### src/rtl/percentile_band_selector_core_macros.svh
// ----------------------------------------------------------------------------
// Percentile band selector: assertion macros
// Shared concurrent assertion forms, clocked and held off during reset.
// ----------------------------------------------------------------------------
`ifndef PERCENTILE_BAND_SELECTOR_CORE_MACROS_SVH
`define PERCENTILE_BAND_SELECTOR_CORE_MACROS_SVH

// Consequent holds in the same cycle as the antecedent.
`define PBS_ASSERT_SAME(label, clk, rst_n, ante, cons, msg) \
    label: assert property (@(posedge clk) disable iff (!rst_n) (ante) |-> (cons)) \
        else $error(msg);

// Consequent holds in the cycle after the antecedent.
`define PBS_ASSERT_NEXT(label, clk, rst_n, ante, cons, msg) \
    label: assert property (@(posedge clk) disable iff (!rst_n) (ante) |=> (cons)) \
        else $error(msg);

`endif

### src/rtl/pbs_pkg.sv
// ----------------------------------------------------------------------------
// Percentile band selector: package
// Widths, constants and beat types shared by the sorter cells, the divider
// and the top level.
// ----------------------------------------------------------------------------
package pbs_pkg;

    localparam int unsigned MAX_SAMPLES = 1024;
    localparam int unsigned IDX_W       = $clog2(MAX_SAMPLES);
    localparam int unsigned CNT_W       = $clog2(MAX_SAMPLES + 1);

    localparam int unsigned DATA_W      = 32;
    localparam int unsigned LEVEL_W     = 14;
    localparam int unsigned LEVEL_MAX   = 10000;
    localparam int unsigned LEVEL_DEN   = 20000;
    localparam int unsigned NUM_W       = 15;
    localparam int unsigned REM_W       = 15;
    localparam int unsigned QUO_W       = 32;
    localparam int unsigned DIVD_W      = QUO_W + REM_W;
    localparam int unsigned CHUNK_W     = 16;
    localparam int unsigned NUM_CHUNKS  = QUO_W / CHUNK_W;
    localparam int unsigned CHUNK_CNT_W = $clog2(NUM_CHUNKS + 1);
    localparam int unsigned PART_W      = REM_W + CHUNK_W;
    localparam int unsigned RECIP_W     = 32;
    localparam int unsigned RECIP_SH    = PART_W + REM_W;
    localparam int unsigned PROD_W      = PART_W + RECIP_W;
    localparam int unsigned NUM_Q       = 4;
    localparam int unsigned Q_W         = $clog2(NUM_Q);

    // Rounded-up reciprocal of the denominator, scaled by 2^RECIP_SH.
    localparam logic [RECIP_W-1:0] DEN_RECIP =
        RECIP_W'(((64'd1 << RECIP_SH) + 64'(LEVEL_DEN) - 64'd1) / 64'(LEVEL_DEN));

    localparam int unsigned CFG_IDX_W   = 1;
    localparam logic [CFG_IDX_W-1:0] CFG_OUTER = 1'b0;
    localparam logic [CFG_IDX_W-1:0] CFG_INNER = 1'b1;

    localparam logic [LEVEL_W-1:0] OUTER_RESET = LEVEL_W'(9000);
    localparam logic [LEVEL_W-1:0] INNER_RESET = LEVEL_W'(6800);

    typedef struct packed {
        logic signed [DATA_W-1:0] sample;
        logic                     last_sample;
    } t_in_beat;

    typedef struct packed {
        logic signed [DATA_W-1:0] upper_outer;
        logic signed [DATA_W-1:0] lower_outer;
        logic signed [DATA_W-1:0] upper_inner;
        logic signed [DATA_W-1:0] lower_inner;
        logic                     set_empty;
        logic                     set_overflowed;
    } t_out_beat;

    typedef struct packed {
        logic                     ins;
        logic                     shift;
        logic signed [DATA_W-1:0] sample;
    } t_cell_ctrl;

    typedef struct packed {
        logic              start;
        logic [DIVD_W-1:0] dividend;
    } t_div_req;

    typedef struct packed {
        logic             done;
        logic [QUO_W-1:0] quotient;
        logic [REM_W-1:0] remainder;
    } t_div_rsp;

endpackage

### src/rtl/pbs_cell.sv
// ----------------------------------------------------------------------------
// Percentile band selector: sorter cell
// One slot of the ascending insertion chain. It keeps its value, takes the
// new sample or its left neighbour's value on an insert, and takes its right
// neighbour's value while the chain drains.
// ----------------------------------------------------------------------------
module pbs_cell
    import pbs_pkg::*;
(
    input  logic                     i_clk,
    input  t_cell_ctrl               i_ctrl,
    input  logic                     i_occ,
    input  logic signed [DATA_W-1:0] i_left_val,
    input  logic                     i_left_le,
    input  logic signed [DATA_W-1:0] i_right_val,
    output logic signed [DATA_W-1:0] o_val,
    output logic                     o_le
);

    logic signed [DATA_W-1:0] r_val;
    logic signed [DATA_W-1:0] n_val;

    assign o_le  = i_occ && (r_val <= i_ctrl.sample);
    assign o_val = r_val;

    always_comb begin
        n_val = r_val;
        if (i_ctrl.shift) begin
            n_val = i_right_val;
        end else if (i_ctrl.ins && !o_le) begin
            n_val = i_left_le ? i_ctrl.sample : i_left_val;
        end
    end

    always_ff @(posedge i_clk) begin
        r_val <= n_val;
    end

endmodule

### config.mk
export PLATFORM = sky130hd
export DESIGN_NAME = pbs_cell
export DESIGN_NICKNAME = d
export VERILOG_FILES = /design/src/rtl/percentile_band_selector_core_macros.svh /design/src/rtl/pbs_pkg.sv /design/src/rtl/pbs_cell.sv
export SDC_FILE = /design/constraint.sdc
export NUM_CORES = 1
export LEC_CHECK = 0
export BUFFER_PORTS_ARGS = -buffer_cell sky130_fd_sc_hd__buf_2
export CELL_PAD_IN_SITES_DETAIL_PLACEMENT = 1
export CELL_PAD_IN_SITES_GLOBAL_PLACEMENT = 2
export CORE_ASPECT_RATIO = 1.25
export CORE_MARGIN = 2
export CORE_UTILIZATION = 25
export DETAILED_ROUTE_END_ITERATION = 12
export PLACE_DENSITY_LB_ADDON = 0.1
export SLEW_MARGIN = 20
export SYNTH_ARGS = -nofsm -noshare
export SYNTH_HDL_FRONTEND = slang
export SYNTH_SLANG_ARGS = --single-unit
export TNS_END_PERCENT = 20
### constraint.sdc
create_clock -name i_clk -period 5.2 [get_ports i_clk]
set_input_delay 1.04 -clock i_clk [delete_from_list [all_inputs] [get_ports i_clk]]
set_output_delay 1.04 -clock i_clk [all_outputs]
set_load 0.01 [all_outputs]
==> metrics <==
row count=40; Global Route Usage Sum=14.5%; antenna violations before repair=0; Worst R2R Start=o_val[27]; CP Buf/Inv Count=4; Net count, final=526; vias per inst=4.61; status=finished clean; Routed Antenna Nets=0; Syn Area/Cell=9.54 um2; met3 Resource Use GR=3.38%; hold path depth=3; Syn Std Cell Area=2490 um2; I/O Pins=134; core area=9660 um2; Largest register FFs=32; clk_lat worst skew=270 ps; f_max=0.249 GHz; HPWL after DPL=6.11 mm; CP Class=in2out; crit path time final=4010 ps; Top delay family on crit path=compound AO/OA/AOI/OAI gates; vias in the first global route=2672; met2 Usage GRT=28.2%; CTS tree=done; port bufs=133; Worst EP arrival=2970 ps; Syn Inst Count=261; FF-to-FF setup slack=2560 ps; Min-Delay Path Class=in2reg; Die X=93.3 um; Final WS setup=1190 ps; post-synth net total=394; final weighted congestion in routability-driven placement=0.687; Placed Cells=512; crit share post-route=77.2%; max_cap viols=0; Setup Slack @ Placement=1110 ps; vias=2398; met1 Usage GRT=15.4%; post-synthesis register bit count=32; post_cts resized=0; CTS clock-pin slew for the worst setup and hold paths=50 ps; n_diodes=0; total gr overflow=0; cells on worst reg2reg path=7; RSZ-0062 raised after global routing=no; post-synth cell types=30; Layout area overhead=38.1%; Slew @ Worst Pin=1030 ps; Top Usage Layer GRT=met2; slowest cell delay on critical path=460 ps; leakage=0.00182 uW; first-pass iteration count of the detailed router=4; Root Driver=clkbuf_16; die area=10800 um2; final hold violations=0; Num CTS Buffers=5; fraction of layout cells with a size suffix above 1=37.1%; die height=116 um; register area share after synthesis=38.6%; Layout Skew=2.90 ps; HP Start=i_right_val[29]; maximum vdd drop=0.110 mV; crit path launch type=input port; CP Cell Sequence=buf_2 > inv_1 > ha_1 > nand4_2 > inv_1 > a221oi_1 > nand4_1 > a211oi_1 > o31a_1 > buf_2; setup TNS=0 ps; H-Tree Depth=2; cts hold-fix bufs=0; final-report setup violation count=0; Clock Sinks=32; yosys warns=0; Wirelength per Cell=14.4 um; Post-CTS Setup Inserts=0; CTS Buffer Depth=2; critical path endpoint category=output port; First DRT Iteration DRCs=79; Residual DRC=0; worst r2r dst=o_val[2]; Relative slew margins=31.0%; Slew Limit Fails=0; Starting Density=25.8%; Layout Cells excl Fill=520; WHS Endpoint=o_val[29]; Post-Route WL=7.49 mm; first-pass GRT wire length=12.3 mm; CP max-delay cell=a211oi_1; crit-path max FO=4; power density cells=252 nW/um2; largest net degree at the start of global routing=44; Data required, critical path=4160 ps
[logic make-up after synthesis]
logic type | synth area share [%]
flops | 38.6
simple gates | 11.2
compound gates | 13.9
fa+ha+maj | 16.1
mux | 12.9
buf+inv | 7.39
[layout by cell type (no fill, tap or decap), drive strengths merged, types with 2 or more instances in the layout]
cell,n
buf,136
nand2,38
inv,37
o21ai,36
mux2i,32
ha,32
edfxtp,32
a21oi,13
nand4,8
clkbuf,7
a21o,3
nor2,2
nand3,2
nor3,2
[worst max-delay path by stage]
| stage | from | endpoint | cells past startpoint |
|---|---|---|---|
| global route | i_ctrl[27] | o_le | 10 |
| detailed placement | i_ctrl[31] | o_le | 10 |
| floorplan | i_ctrl[30] | o_val[0] | 7 |
| finish | i_ctrl[30] | o_le | 10 |
| global placement | i_ctrl[29] | o_le | 10 |
| CTS | i_ctrl[30] | o_le | 10 |
[per-stage QoR]
| step | hold slack, ps | area [um2] | utilization, % | power (uW) |
|---|---|---|---|---|
| 2_1_floorplan | 1230 | 2490 | - | 481 |
| 3_3_place_gp | 1320 | 3300 | 34.2 | 594 |
| 5_1_grt | 1050 | 3440 | 35.6 | 930 |
| 4_1_cts | 1040 | 3440 | 35.6 | 889 |
| 3_5_place_dp | 1320 | 3300 | 34.2 | 599 |
| 6_report | 1040 | 3440 | 35.6 | 866 |
[routing by layer]
metal  share of wire (%)  vias to the layer above  wire length (um)
li1                    -                     1197                 -
met1                  38                     1115              2880
met2                  53                       79              3990
met3                 7.0                        7               525
met4                 1.2                        0                93
met5                   0                        -                 0
[layout make-up]
class | instances | area (um2)
multi-input cells | 181 | 1360
fillers | 1177 | 6220
inverters | 37 | 139
clock buffers | 7 | 133
repair buffers | 136 | 688
clock inverters | 1 | 3.75
flip-flops and latches | 32 | 961
well taps | 126 | 158
[synthesized netlist by cell type, drive strengths merged]
library cell / count / share of area, %
nand2: 38 / 5.7
inv: 37 / 5.6
o21ai: 36 / 7.2
edfxtp: 32 / 39
ha: 32 / 16
mux2i: 32 / 13
a21oi: 13 / 2.8
clkbuf: 8 / 1.2
nand4: 8 / 2.3
a21o: 3 / 0.90
buf: 3 / 0.60
nand3: 2 / 0.40
nor2: 2 / 0.30
nor3: 2 / 0.40
a211oi: 1 / 0.30
a21boi: 1 / 0.30
a221oi: 1 / 0.35
a311o: 1 / 0.40
a31oi: 1 / 0.25
and3: 1 / 0.30
and4: 1 / 0.35
nor2b: 1 / 0.25
nor4: 1 / 0.85
o311a: 1 / 0.40
o31a: 1 / 0.35
o41ai: 1 / 0.65
or2b: 1 / 0.30
[report_power, final]
part / switching (uW) / leakage (uW) / internal (uW)
combinational: 134 / 0.00142 / 112
clock: 104 / 0.0000655 / 176
sequential: 16.1 / 0.000332 / 324
total: 254 / 0.00182 / 612
[worst min-delay path: cells and delay by family]
family,cells,cell delay (ps)
AOI/OAI and AO/OA,1,60
buffers and inverters,1,70
and+or+nand+nor,1,40
(Power assumes the default switching activity.)
