## config.mk

```make
export PLATFORM = sky130hd
export DESIGN_NAME = pbs_div
export DESIGN_NICKNAME = d
export VERILOG_FILES = /design/src/rtl/percentile_band_selector_core_macros.svh /design/src/rtl/pbs_pkg.sv /design/src/rtl/pbs_div.sv
export SDC_FILE = /design/constraint.sdc
export NUM_CORES = 1
export LEC_CHECK = 0
export BUFFER_PORTS_ARGS = -buffer_cell sky130_fd_sc_hd__buf_2
export CORE_UTILIZATION = 40
export CTS_CLUSTER_SIZE = 20
export DETAILED_ROUTE_END_ITERATION = 16
export PLACE_DENSITY = 0.52
export SLEW_MARGIN = 20
export SYNTH_ARGS = -nofsm -noshare
export SYNTH_HDL_FRONTEND = slang
export SYNTH_SLANG_ARGS = --single-unit
```

## constraint.sdc

```tcl
create_clock -name i_clk -period 19.3 [get_ports i_clk]
set_input_delay 0.965 -clock i_clk [delete_from_list [all_inputs] [get_ports i_clk]]
set_output_delay 0.965 -clock i_clk [all_outputs]
set_load 0.1 [all_outputs]
```

## src/rtl/percentile_band_selector_core_macros.svh

```systemverilog
// ----------------------------------------------------------------------------
// Percentile band selector: assertion macros
// Shared concurrent assertion forms, clocked and held off during reset.
// ----------------------------------------------------------------------------
`ifndef PERCENTILE_BAND_SELECTOR_CORE_MACROS_SVH
`define PERCENTILE_BAND_SELECTOR_CORE_MACROS_SVH

// Consequent holds in the same cycle as the antecedent.
`define PBS_ASSERT_SAME(label, clk, rst_n, ante, cons, msg) \
    label: assert property (@(posedge clk) disable iff (!rst_n) (ante) |-> (cons)) \
        else $error(msg);

// Consequent holds in the cycle after the antecedent.
`define PBS_ASSERT_NEXT(label, clk, rst_n, ante, cons, msg) \
    label: assert property (@(posedge clk) disable iff (!rst_n) (ante) |=> (cons)) \
        else $error(msg);

`endif

```

## src/rtl/pbs_pkg.sv

```systemverilog
// ----------------------------------------------------------------------------
// Percentile band selector: package
// Widths, constants and beat types shared by the sorter cells, the divider
// and the top level.
// ----------------------------------------------------------------------------
package pbs_pkg;

    localparam int unsigned MAX_SAMPLES = 1024;
    localparam int unsigned IDX_W       = $clog2(MAX_SAMPLES);
    localparam int unsigned CNT_W       = $clog2(MAX_SAMPLES + 1);

    localparam int unsigned DATA_W      = 32;
    localparam int unsigned LEVEL_W     = 14;
    localparam int unsigned LEVEL_MAX   = 10000;
    localparam int unsigned LEVEL_DEN   = 20000;
    localparam int unsigned NUM_W       = 15;
    localparam int unsigned REM_W       = 15;
    localparam int unsigned QUO_W       = 32;
    localparam int unsigned DIVD_W      = QUO_W + REM_W;
    localparam int unsigned CHUNK_W     = 16;
    localparam int unsigned NUM_CHUNKS  = QUO_W / CHUNK_W;
    localparam int unsigned CHUNK_CNT_W = $clog2(NUM_CHUNKS + 1);
    localparam int unsigned PART_W      = REM_W + CHUNK_W;
    localparam int unsigned RECIP_W     = 32;
    localparam int unsigned RECIP_SH    = PART_W + REM_W;
    localparam int unsigned PROD_W      = PART_W + RECIP_W;
    localparam int unsigned NUM_Q       = 4;
    localparam int unsigned Q_W         = $clog2(NUM_Q);

    // Rounded-up reciprocal of the denominator, scaled by 2^RECIP_SH.
    localparam logic [RECIP_W-1:0] DEN_RECIP =
        RECIP_W'(((64'd1 << RECIP_SH) + 64'(LEVEL_DEN) - 64'd1) / 64'(LEVEL_DEN));

    localparam int unsigned CFG_IDX_W   = 1;
    localparam logic [CFG_IDX_W-1:0] CFG_OUTER = 1'b0;
    localparam logic [CFG_IDX_W-1:0] CFG_INNER = 1'b1;

    localparam logic [LEVEL_W-1:0] OUTER_RESET = LEVEL_W'(9000);
    localparam logic [LEVEL_W-1:0] INNER_RESET = LEVEL_W'(6800);

    typedef struct packed {
        logic signed [DATA_W-1:0] sample;
        logic                     last_sample;
    } t_in_beat;

    typedef struct packed {
        logic signed [DATA_W-1:0] upper_outer;
        logic signed [DATA_W-1:0] lower_outer;
        logic signed [DATA_W-1:0] upper_inner;
        logic signed [DATA_W-1:0] lower_inner;
        logic                     set_empty;
        logic                     set_overflowed;
    } t_out_beat;

    typedef struct packed {
        logic                     ins;
        logic                     shift;
        logic signed [DATA_W-1:0] sample;
    } t_cell_ctrl;

    typedef struct packed {
        logic              start;
        logic [DIVD_W-1:0] dividend;
    } t_div_req;

    typedef struct packed {
        logic             done;
        logic [QUO_W-1:0] quotient;
        logic [REM_W-1:0] remainder;
    } t_div_rsp;

endpackage

```

## src/rtl/pbs_div.sv

```systemverilog
// ----------------------------------------------------------------------------
// Percentile band selector: divider
// Division by the level denominator, one 16-bit quotient digit at a time:
// a multiply step, then a remainder step. Each digit comes from a
// multiplication by the rounded-up reciprocal, which is exact for a
// partial dividend below 2^31, and the remainder follows from it. The
// upper part of the dividend must be below the denominator.
// ----------------------------------------------------------------------------
module pbs_div
    import pbs_pkg::*;
(
    input  logic     i_clk,
    input  logic     i_rst_n,
    input  t_div_req i_req,
    output t_div_rsp o_rsp
);

    logic                   r_busy;
    logic                   r_phase;
    logic [CHUNK_CNT_W-1:0] r_cnt;
    logic [REM_W-1:0]       r_rem;
    logic [QUO_W-1:0]       r_sh;
    logic [PROD_W-1:0]      r_prod;
    logic [PART_W-1:0]      part;
    logic [CHUNK_W-1:0]     digit;
    logic [PART_W-1:0]      back;

    assign part  = {r_rem, r_sh[QUO_W-1 -: CHUNK_W]};
    assign digit = r_prod[RECIP_SH +: CHUNK_W];
    assign back  = PART_W'(digit) * PART_W'(LEVEL_DEN);

    assign o_rsp.done      = r_busy && (r_cnt == '0);
    assign o_rsp.quotient  = r_sh;
    assign o_rsp.remainder = r_rem;

    always_ff @(posedge i_clk) begin
        if (!i_rst_n) begin
            r_busy  <= 1'b0;
            r_phase <= 1'b0;
            r_cnt   <= '0;
        end else begin
            if (i_req.start) begin
                r_busy  <= 1'b1;
                r_phase <= 1'b0;
                r_cnt   <= CHUNK_CNT_W'(NUM_CHUNKS);
                r_rem   <= i_req.dividend[DIVD_W-1:QUO_W];
                r_sh    <= i_req.dividend[QUO_W-1:0];
            end else if (r_busy) begin
                if (r_cnt == '0) begin
                    r_busy <= 1'b0;
                end else if (!r_phase) begin
                    r_prod  <= PROD_W'(part) * PROD_W'(DEN_RECIP);
                    r_phase <= 1'b1;
                end else begin
                    r_rem   <= REM_W'(part - back);
                    r_sh    <= {r_sh[QUO_W-CHUNK_W-1:0], digit};
                    r_cnt   <= r_cnt - CHUNK_CNT_W'(1);
                    r_phase <= 1'b0;
                end
            end
        end
    end

endmodule

```

==> tab_implementation.tex, run 1 <==
\begin{tabular}{lr}
\hline
Metric & Value \\
\hline
\multicolumn{2}{l}{\textbf{STA}} \\
\quad Sum Neg Setup Slack & 0 ns \\
\quad Unrepaired setup endpoints after global routing & no \\
\quad Least-Margin Pin Slew & 1.013 ns \\
\quad Final clock period utilization by the worst path & 43.31\% \\
\quad Endpoints failing setup & 0 \\
\quad Highest Clock Rate & 0.1196 GHz \\
\quad Max-slew violations & 0 \\
\quad Hold violation count in the final report & 0 \\
\quad Worst relative slew slack & 32.49\% \\
\quad Worst setup skew after layout & 0.01078 ns \\
\quad Shortest clock period the worst path allows after layout & $\sim$8.4 ns \\
\multicolumn{2}{l}{\textbf{Final layout}} \\
\quad Leading cell type in the layout, fill and taps excluded & sky130\_fd\_sc\_hd\_\_inv\_1 \\
\quad Diodes inserted & 0 \\
\quad Register Area & 1972 um2 \\
\quad Top library cells by usage in the layout, fill and taps aside & sky130\_fd\_sc\_hd\_\_inv\_1 (633), sky130\_fd\_sc\_hd\_\_fa\_1 (428), sky130\_fd\_sc\_hd\_\_ha\_1 (373), sky130\_fd\_sc\_hd\_\_buf\_2 (97), sky130\_fd\_sc\_hd\_\_edfxtp\_1 (63) \\
\quad Filler Cell Count & 4,737 \\
\quad Proportion of layout cells with a drive suffix above 1 & 8.142\% \\
\quad Synth-to-Final Area Change & 8.437\% \\
\quad Net count, final & 2,811 \\
\quad Area taken by multi-input logic gates & 15,480 um2 \\
\multicolumn{2}{l}{\textbf{Detailed routing}} \\
\quad Total wirelength of the detailed-routed design & 59,360 um \\
\quad Final antenna-violating net count & 0 \\
\quad Vias post-DR & 12.81k \\
\quad Count of TritonRoute iterations in the first routing pass & 5 \\
\quad Vias per cell & between 4 and 5 \\
\quad Drt initial violations & 667 \\
\quad Routed len/inst & 22.58 um \\
\quad DRC violation count after routing & 0 \\
\multicolumn{2}{l}{\textbf{Yosys}} \\
\quad Cell Area, Synth & 19,840 um2 \\
\quad Syn. warnings & 0 \\
\quad Synth async-reset ratio & 0\% \\
\quad Post-synth net total & 2,703 \\
\quad Average size of a mapped cell & 10.71 um2 \\
\quad Number of register bits inferred by synthesis & 67 \\
\quad Post-synth cell types & 50 \\
\quad Share of synthesized area occupied by flip-flops and latches & a little under 10\% \\
\quad Mapped Cells & between 1.5k and 2k \\
\quad Count of flip-flops with a built-in enable after synthesis & 63 \\
\quad Most instantiated flip-flop cell in the synthesis netlist & sky130\_fd\_sc\_hd\_\_edfxtp\_1 \\
\multicolumn{2}{l}{\textbf{Critical path}} \\
\quad Slowest CP cell & sky130\_fd\_sc\_hd\_\_edfxtp\_1 \\
\quad Worst-path maximum fanout & 10 \\
\quad Data arrival time of the critical path & 8.46 ns \\
\quad Cell Chain, Critical Path & fa\_1 > fa\_1 > inv\_1 > fa\_1 > inv\_1 > fa\_1 > inv\_1 > fa\_1 > inv\_1 > fa\_1 > fa\_1 > inv\_1 > fa\_1 > inv\_1 > ha\_1 > a21oi\_1 > nand2\_1 > a211oi\_1 > o21bai\_1 > a21oi\_1 > nor2\_1 > nor3\_1 > o211ai\_1 > xor2\_1 \\
\quad CP endpoint kind & register \\
\quad CP Buf/Inv Count & 6 \\
\quad Cell occurring most often along the worst timing path & sky130\_fd\_sc\_hd\_\_fa\_1 \\
\quad Critical path launch point type & register \\
\quad Top delay family on crit path & adder cells \\
\quad Worst Setup Path Type & register to register \\
\quad Peak per-stage delay on the critical path & 0.99 ns \\
\quad Required time of the critical path & $\sim$19 ns \\
\multicolumn{2}{l}{\textbf{Floorplanning}} \\
\quad Vert. Die Dim & 224.7 um \\
\quad Starting Density & 40.53\% \\
\quad Core outline area & 48,950 um2 \\
\quad Die outline area & 50,500 um2 \\
\quad Num ports & 98 \\
\quad Die width & 224.7 um \\
\quad \# rows & about 80 \\
\multicolumn{2}{l}{\textbf{Clock tree}} \\
\quad Total of cells resized after clock tree synthesis & 0 \\
\quad Clock-pin slew on the worst setup and hold paths & 0.07 ns \\
\quad Clock root cell & sky130\_fd\_sc\_hd\_\_clkbuf\_16 \\
\quad Number of hold-repair buffers added at the cts stage & 0 \\
\quad CTS sink count & 67 \\
\quad Clk Latency, worst-skew pair & about 0.36 ns \\
\quad Clock tree from TritonCTS & built \\
\quad Buffer depth of the longest clock path & 2 \\
\quad H-tree depth & 3 \\
\quad Post-CTS Setup Repair Bufs & 0 \\
\quad Number of buffers added by the clock tree synthesis step & 9 \\
\multicolumn{2}{l}{\textbf{Flow run}} \\
\quad Max Cap Violations & 0 \\
\multicolumn{2}{l}{\textbf{Global route}} \\
\quad Number of global-route vias before repair & 14.17k \\
\quad Wire length of the first global-routing pass & 89,930 um \\
\quad GR Overflow Total & 0 \\
\quad Number of antenna violations at the first check in global routing & 0 \\
\quad Pin count of the biggest net entering global routing & 67 \\
\quad GRT Util Overall & around a quarter \\
\multicolumn{2}{l}{\textbf{Outcome}} \\
\quad Run status & finished, final reports clean \\
\multicolumn{2}{l}{\textbf{Placed design}} \\
\quad Final weighted congestion in routability-driven placement & 0.9907 \\
\quad Count of input and output buffers & 97 \\
\quad HPWL after DPL & 53,120 um \\
\multicolumn{2}{l}{\textbf{Hold path}} \\
\quad Worst min-delay path class & register to register \\
\hline
\end{tabular}
==> path summary, 6_finish.rpt <==
kind / start / endpoint / slack, ns / cells past startpoint
worst max-delay path: r_sh[31]$_DFFE_PP_ / r_prod[47]$_DFFE_PP_ / 10.94 / 24
worst min-delay path: r_cnt[1]$_SDFFE_PN0P_ / r_cnt[1]$_SDFFE_PN0P_ / 0.56 / 2
worst max register to register: r_sh[31]$_DFFE_PP_ / r_prod[47]$_DFFE_PP_ / 10.94 / 24
worst min register to register: r_cnt[1]$_SDFFE_PN0P_ / r_cnt[1]$_SDFFE_PN0P_ / 0.56 / 2
==> through the flow <==
| step | worst slack, ns | hold slack [ns] | area (um2) | utilization (%) | instances |
|---|---|---|---|---|---|
| after global routing | 10.66 | 0.6009 | 21520 | 43.95 | 2629 |
| after global placement | 11.03 | 0.5278 | 21200 | 43.31 | 2613 |
| after CTS | 10.99 | 0.5532 | 21520 | 43.95 | 2629 |
| after detailed placement | 11.01 | 0.5456 | 21200 | 43.31 | 2613 |
| final | 10.94 | 0.5553 | 21520 | 43.95 | 2629 |
| after floorplan | 11.83 | 0.5066 | 19840 | - | 1852 |
==> logic make-up after synthesis <==
kind of cell | count (synthesis) | synth area share (%)
fa+ha+maj | 801 | 66.70
buf+inv | 640 | 12.11
xor+xnor | 37 | 1.633
simple gates | 127 | 3.128
mux | 28 | 1.589
flops | 67 | 9.938
compound gates | 152 | 4.900
==> sequential cells by signal (all words and copies together) (netlist names) <==
name / cells
r_busy: 1
r_cnt: 2
r_phase: 1
r_prod: 16
r_rem: 15
r_sh: 32
==> cell type report <==
| type | count | area share, % |
|---|---|---|
| inverters | 633 | 11.04 |
| repair buffers | 104 | 2.501 |
| well taps | 664 | 3.861 |
| clock buffers | 9 | 1.047 |
| multi-input cells | 1145 | 71.96 |
| clock inverters | 7 | 0.4187 |
| flip-flops and latches | 67 | 9.165 |
==> Yosys cell counts, types with 5 or more instances <==
| cell type | n | area, um2 |
|---|---|---|
| sky130_fd_sc_hd__o211ai_1 | 6 | 45.04 |
| sky130_fd_sc_hd__nand3_1 | 18 | 90.09 |
| sky130_fd_sc_hd__mux2_2 | 28 | 315.3 |
| sky130_fd_sc_hd__clkbuf_1 | 7 | 26.28 |
| sky130_fd_sc_hd__a21oi_1 | 42 | 210.2 |
| sky130_fd_sc_hd__and3_1 | 8 | 50.05 |
| sky130_fd_sc_hd__edfxtp_1 | 63 | 1892 |
| sky130_fd_sc_hd__inv_1 | 633 | 2376 |
| sky130_fd_sc_hd__xor2_1 | 11 | 96.34 |
| sky130_fd_sc_hd__a211oi_1 | 6 | 45.04 |
| sky130_fd_sc_hd__nor2b_1 | 8 | 50.05 |
| sky130_fd_sc_hd__nand2_1 | 36 | 135.1 |
| sky130_fd_sc_hd__a21o_1 | 25 | 187.7 |
| sky130_fd_sc_hd__and4_1 | 5 | 43.79 |
| sky130_fd_sc_hd__ha_1 | 373 | 4667 |
| sky130_fd_sc_hd__nor2_1 | 29 | 108.9 |
| sky130_fd_sc_hd__fa_1 | 428 | 8568 |
| sky130_fd_sc_hd__o21ai_0 | 39 | 195.2 |
| sky130_fd_sc_hd__xnor2_1 | 26 | 227.7 |
==> worst register-to-register path, stage by stage, from the launching register on <==
cell and delay, ns:
sky130_fd_sc_hd__edfxtp_1 0.99, sky130_fd_sc_hd__fa_1 0.63, sky130_fd_sc_hd__fa_1 0.58, sky130_fd_sc_hd__inv_1 0.06
sky130_fd_sc_hd__fa_1 0.49, sky130_fd_sc_hd__inv_1 0.06, sky130_fd_sc_hd__fa_1 0.50, sky130_fd_sc_hd__inv_1 0.06
sky130_fd_sc_hd__fa_1 0.53, sky130_fd_sc_hd__inv_1 0.05, sky130_fd_sc_hd__fa_1 0.45, sky130_fd_sc_hd__fa_1 0.49
sky130_fd_sc_hd__inv_1 0.05, sky130_fd_sc_hd__fa_1 0.51, sky130_fd_sc_hd__inv_1 0.05, sky130_fd_sc_hd__ha_1 0.32
sky130_fd_sc_hd__a21oi_1 0.16, sky130_fd_sc_hd__nand2_1 0.07, sky130_fd_sc_hd__a211oi_1 0.48, sky130_fd_sc_hd__o21bai_1 0.12
sky130_fd_sc_hd__a21oi_1 0.19, sky130_fd_sc_hd__nor2_1 0.09, sky130_fd_sc_hd__nor3_1 0.74, sky130_fd_sc_hd__o211ai_1 0.24
sky130_fd_sc_hd__xor2_1 0.20
==> routing by layer <==
layer  vias up  GRT usage [%]  share of wire (%)
li1       5863              -                  -
met1      6550          36.84                 47
met2       356          38.64                 45
met3        36          3.187                5.8
met4         0          4.959                1.6
met5         -              0                  0
Power of run 1 is not shown: default switching activity piles up to over one toggle a cycle in this logic, so the estimate is an artifact.
==> inputs of run 2 (changes only) <==
ABC_AREA = 1   (was unset)
PLACE_DENSITY = 0.54   (was 0.52)
clock period = 7.1 ns   (was 19.3 ns; I/O delays follow)
==> tab_implementation.tex, run 2 <==
\begin{tabular}{lr}
\hline
Metric & Value \\
\hline
\multicolumn{2}{l}{\textbf{STA}} \\
\quad Final clock period utilization by the worst path & 97.18\% (was 43.31\%) \\
\quad Least-Margin Pin Slew & 1.042 ns (was 1.013 ns) \\
\quad Unrepaired setup endpoints after global routing & no (unchanged) \\
\quad Worst relative slew slack & 30.09\% (was 32.49\%) \\
\quad Hold violation count in the final report & 0 (unchanged) \\
\quad Highest Clock Rate & 0.1449 GHz (was 0.1196 GHz) \\
\quad Max-slew violations & 0 (unchanged) \\
\quad Worst Hold Margin & 0.2530 ns (was 0.5553 ns) \\
\quad Endpoints failing setup & 0 (unchanged) \\
\quad Worst setup skew after layout & 0.02251 ns (was 0.01078 ns) \\
\quad Shortest clock period the worst path allows after layout & 6.900 ns (was 8.359 ns) \\
\multicolumn{2}{l}{\textbf{Yosys}} \\
\quad Share of synthesized area occupied by flip-flops and latches & 8.948\% (was 9.938\%) \\
\quad Number of register bits inferred by synthesis & 67 (unchanged) \\
\quad Top cells by area, synth & sky130\_fd\_sc\_hd\_\_fa\_1 (39\%), sky130\_fd\_sc\_hd\_\_ha\_1 (21\%), sky130\_fd\_sc\_hd\_\_inv\_1 (14\%) (was sky130\_fd\_sc\_hd\_\_fa\_1 (43\%), sky130\_fd\_sc\_hd\_\_ha\_1 (24\%), sky130\_fd\_sc\_hd\_\_inv\_1 (12\%)) \\
\quad Post-synth cell types & 35 (was 50) \\
\quad Post-synth net total & 3,382 (was 2,703) \\
\quad Syn. warnings & 0 (unchanged) \\
\quad Synth cell count leaders & sky130\_fd\_sc\_hd\_\_inv\_1 (793), sky130\_fd\_sc\_hd\_\_nand2\_1 (473), sky130\_fd\_sc\_hd\_\_fa\_1 (428) (was sky130\_fd\_sc\_hd\_\_inv\_1 (633), sky130\_fd\_sc\_hd\_\_fa\_1 (428), sky130\_fd\_sc\_hd\_\_ha\_1 (373)) \\
\quad Most numerous cell in the Yosys netlist & sky130\_fd\_sc\_hd\_\_inv\_1 (unchanged) \\
\quad Cell Area, Synth & 22,040 um2 (was 19,840 um2) \\
\quad Synth async-reset ratio & 0\% (unchanged) \\
\quad Mapped Cells & 2,531 (was 1,852) \\
\quad Most instantiated flip-flop cell in the synthesis netlist & sky130\_fd\_sc\_hd\_\_edfxtp\_1 (unchanged) \\
\quad Cell type with the highest aggregate area in the netlist & sky130\_fd\_sc\_hd\_\_fa\_1 (unchanged) \\
\quad Average size of a mapped cell & 8.706 um2 (was 10.71 um2) \\
\quad Count of flip-flops with a built-in enable after synthesis & 63 (unchanged) \\
\quad Share of the synthesized area in the top cell type & 38.88\% (was 43.18\%) \\
\multicolumn{2}{l}{\textbf{Final layout}} \\
\quad Leading cell type in the layout, fill and taps excluded & sky130\_fd\_sc\_hd\_\_inv\_1 (unchanged) \\
\quad Proportion of layout cells with a drive suffix above 1 & 8.702\% (was 8.142\%) \\
\quad Register with the most flip-flops & r\_sh (unchanged) \\
\quad Largest registers ranked by flip-flop count & r\_sh (32), r\_prod (16), r\_rem (15) (unchanged) \\
\quad Diodes inserted & 0 (unchanged) \\
\quad Top library cells by usage in the layout, fill and taps aside & sky130\_fd\_sc\_hd\_\_inv\_1 (792), sky130\_fd\_sc\_hd\_\_nand2\_1 (473), sky130\_fd\_sc\_hd\_\_fa\_1 (427), sky130\_fd\_sc\_hd\_\_ha\_1 (370), sky130\_fd\_sc\_hd\_\_buf\_2 (97) (was sky130\_fd\_sc\_hd\_\_inv\_1 (633), sky130\_fd\_sc\_hd\_\_fa\_1 (428), sky130\_fd\_sc\_hd\_\_ha\_1 (373), sky130\_fd\_sc\_hd\_\_buf\_2 (97), sky130\_fd\_sc\_hd\_\_edfxtp\_1 (63)) \\
\quad Flip-flop count of the largest register after layout & 32 (unchanged) \\
\quad Util after Layout & 44.97\% (was 43.95\%) \\
\quad Cell area after layout & 24,350 um2 (was 21,520 um2) \\
\quad Synth-to-Final Area Change & 10.48\% (was 8.437\%) \\
\quad Net count, final & 3,558 (was 2,811) \\
\multicolumn{2}{l}{\textbf{Clock tree}} \\
\quad CTS sink count & 67 (unchanged) \\
\quad H-tree depth & 3 (unchanged) \\
\quad Number of buffers added by the clock tree synthesis step & 9 (unchanged) \\
\quad Clock root cell & sky130\_fd\_sc\_hd\_\_clkbuf\_16 (unchanged) \\
\quad Buffer depth of the longest clock path & 2 (unchanged) \\
\quad Clk Latency, worst-skew pair & 0.38 ns (was 0.36 ns) \\
\quad Clock-pin slew on the worst setup and hold paths & 0.07 ns (about the same) \\
\quad Number of hold-repair buffers added at the cts stage & 0 (unchanged) \\
\quad Clock tree from TritonCTS & built (unchanged) \\
\multicolumn{2}{l}{\textbf{Placed design}} \\
\quad Final weighted congestion in routability-driven placement & 0.9928 (was 0.9907) \\
\quad HPWL after DPL & 68,290 um (was 53,120 um) \\
\quad Count of input and output buffers & 97 (unchanged) \\
\quad Post-Place Cell Area & 23,920 um2 (was 21,200 um2) \\
\multicolumn{2}{l}{\textbf{Detailed routing}} \\
\quad DRC violation count after routing & 0 (unchanged) \\
\quad Total wirelength of the detailed-routed design & 74,370 um (was 59,360 um) \\
\quad Count of TritonRoute iterations in the first routing pass & 7 (was 5) \\
\quad Vias per cell & 4.930 (was 4.871) \\
\quad Routed len/inst & 21.82 um (was 22.58 um) \\
\quad Final antenna-violating net count & 0 (unchanged) \\
\quad Vias post-DR & 16.80k (was 12.81k) \\
\quad Drt initial violations & 1,158 (was 667) \\
\multicolumn{2}{l}{\textbf{Floorplanning}} \\
\quad \# rows & 85 (was 81) \\
\quad Die width & 236.7 um (was 224.7 um) \\
\quad Die outline area & 56,030 um2 (was 50,500 um2) \\
\quad Core outline area & 54,130 um2 (was 48,950 um2) \\
\quad Vert. Die Dim & 236.7 um (was 224.7 um) \\
\quad Num ports & 98 (unchanged) \\
\quad Starting Density & 40.71\% (was 40.53\%) \\
\multicolumn{2}{l}{\textbf{Hold path}} \\
\quad Worst min-delay path class & input port to register (was register to register) \\
\multicolumn{2}{l}{\textbf{Global route}} \\
\quad GRT Util Overall & 28.05\% (was 24.76\%) \\
\quad Number of antenna violations at the first check in global routing & 0 (unchanged) \\
\quad Wire length of the first global-routing pass & 114,200 um (was 89,930 um) \\
\quad Number of global-route vias before repair & 18.10k (was 14.17k) \\
\quad Pin count of the biggest net entering global routing & 64 (was 67) \\
\quad GR Overflow Total & 0 (unchanged) \\
\multicolumn{2}{l}{\textbf{Critical path}} \\
\quad Worst-path maximum fanout & 7 (was 10) \\
\quad Data arrival time of the critical path & 7.03 ns (was 8.46 ns) \\
\quad Critical path launch point type & register (unchanged) \\
\quad Required time of the critical path & 7.23 ns (was 19.40 ns) \\
\quad Worst Setup Path Type & register to register (unchanged) \\
\quad CP endpoint kind & register (unchanged) \\
\multicolumn{2}{l}{\textbf{Flow run}} \\
\quad Max Cap Violations & 0 (unchanged) \\
\multicolumn{2}{l}{\textbf{Outcome}} \\
\quad Run status & finished, final reports clean (unchanged) \\
\hline
\end{tabular}
[run 2: cell types whose count changed in the layout (fill, tap and decap cells not counted), moves of 13 or more]
cell / before / now
sky130_fd_sc_hd__nand2_1: 36 / 473
sky130_fd_sc_hd__inv_1: 633 / 792
sky130_fd_sc_hd__buf_4: 7 / 77
sky130_fd_sc_hd__nor2_1: 29 / 96
sky130_fd_sc_hd__nand3_1: 18 / 50
sky130_fd_sc_hd__a21oi_1: 42 / 71
sky130_fd_sc_hd__mux2_2: 28 / 0
sky130_fd_sc_hd__a21o_1: 25 / 2
sky130_fd_sc_hd__xnor2_1: 26 / 8
sky130_fd_sc_hd__o21ai_0: 39 / 53
sky130_fd_sc_hd__nor2_2: 0 / 13
[run 2: worst paths after layout]
check / start / endpoint / slack, ns / depth (start not counted)
max: r_sh[23]$_DFFE_PP_ / r_prod[59]$_DFFE_PP_ / 0.20 / 24
min: i_req[1] / r_sh[1]$_DFFE_PP_ / 0.25 / 3
max reg2reg: r_sh[23]$_DFFE_PP_ / r_prod[59]$_DFFE_PP_ / 0.20 / 24
min reg2reg: r_cnt[0]$_SDFFE_PP0P_ / r_cnt[0]$_SDFFE_PP0P_ / 0.48 / 2
[run 2: what timing repair did]
item,in CTS,in global routing
endpoints found under the setup margin,1,14
buffers inserted,2,3
pin swaps,0,1
gates resized for setup,1,12
[run 2: area by class of cell]
cell class                 instances  area, um2
clock inverter                     7      101.3
inverter                         797       2995
multi-input combinational       1657      17100
tap                              696      870.8
fill                            5402      29790
timing repair buffer             175       1084
clock buffer                       9      225.2
sequential                        67       1972
[run 2: worst max-delay path, cell delays in order, from the launching register on]
cell                         delay [ns]
sky130_fd_sc_hd__edfxtp_1          0.51
sky130_fd_sc_hd__buf_4             0.28
sky130_fd_sc_hd__ha_2              0.46
sky130_fd_sc_hd__clkinvlp_4        0.17
sky130_fd_sc_hd__buf_4             0.18
sky130_fd_sc_hd__fa_1              0.54
sky130_fd_sc_hd__inv_1             0.06
sky130_fd_sc_hd__fa_1              0.48
sky130_fd_sc_hd__ha_1              0.21
sky130_fd_sc_hd__fa_1              0.46
sky130_fd_sc_hd__fa_1              0.53
sky130_fd_sc_hd__fa_1              0.56
sky130_fd_sc_hd__inv_1             0.08
sky130_fd_sc_hd__fa_1              0.50
sky130_fd_sc_hd__inv_1             0.07
sky130_fd_sc_hd__ha_1              0.32
sky130_fd_sc_hd__nand2_1           0.11
sky130_fd_sc_hd__nor2_1            0.18
sky130_fd_sc_hd__inv_1             0.09
sky130_fd_sc_hd__nor3_1            0.25
sky130_fd_sc_hd__nand3_1           0.14
sky130_fd_sc_hd__nand3_1           0.21
sky130_fd_sc_hd__nand2_1           0.11
sky130_fd_sc_hd__nand3_1           0.10
sky130_fd_sc_hd__nand2_1           0.06
[run 2: stage by stage]
stage,std cells,setup slack [ns],TNS [ns]
6_report,3408,0.2001,0
5_1_grt,3408,0.007936,0
3_5_place_dp,3387,-0.004647,-0.004647
4_1_cts,3405,0.04454,0
2_1_floorplan,2531,0.2546,0
3_3_place_gp,3387,-0.01153,-0.01153
[run 2: metal layers]
| layer | share of wire [%] | vias to the layer above | GRT usage [%] |
|---|---|---|---|
| met1 | 46 | 8451 | 38.81 |
| met4 | 4.0 | 0 | 10.53 |
| met2 | 46 | 409 | 45.65 |
| met5 | 0 | - | 0 |
| met3 | 4.2 | 86 | 2.611 |
| li1 | - | 7856 | - |
[run 2: kinds of logic (layout without fill, tap and decap cells)]
kind of cell	Yosys count	after routing	share of synthesized area, %
simple gates	690	690	12.97
flops	67	67	8.948
buf+inv	807	988	13.75
fa+ha+maj	801	801	60.06
compound gates	150	150	3.640
xor+xnor	16	16	0.6360
Power of run 2 is left out for the same reason.
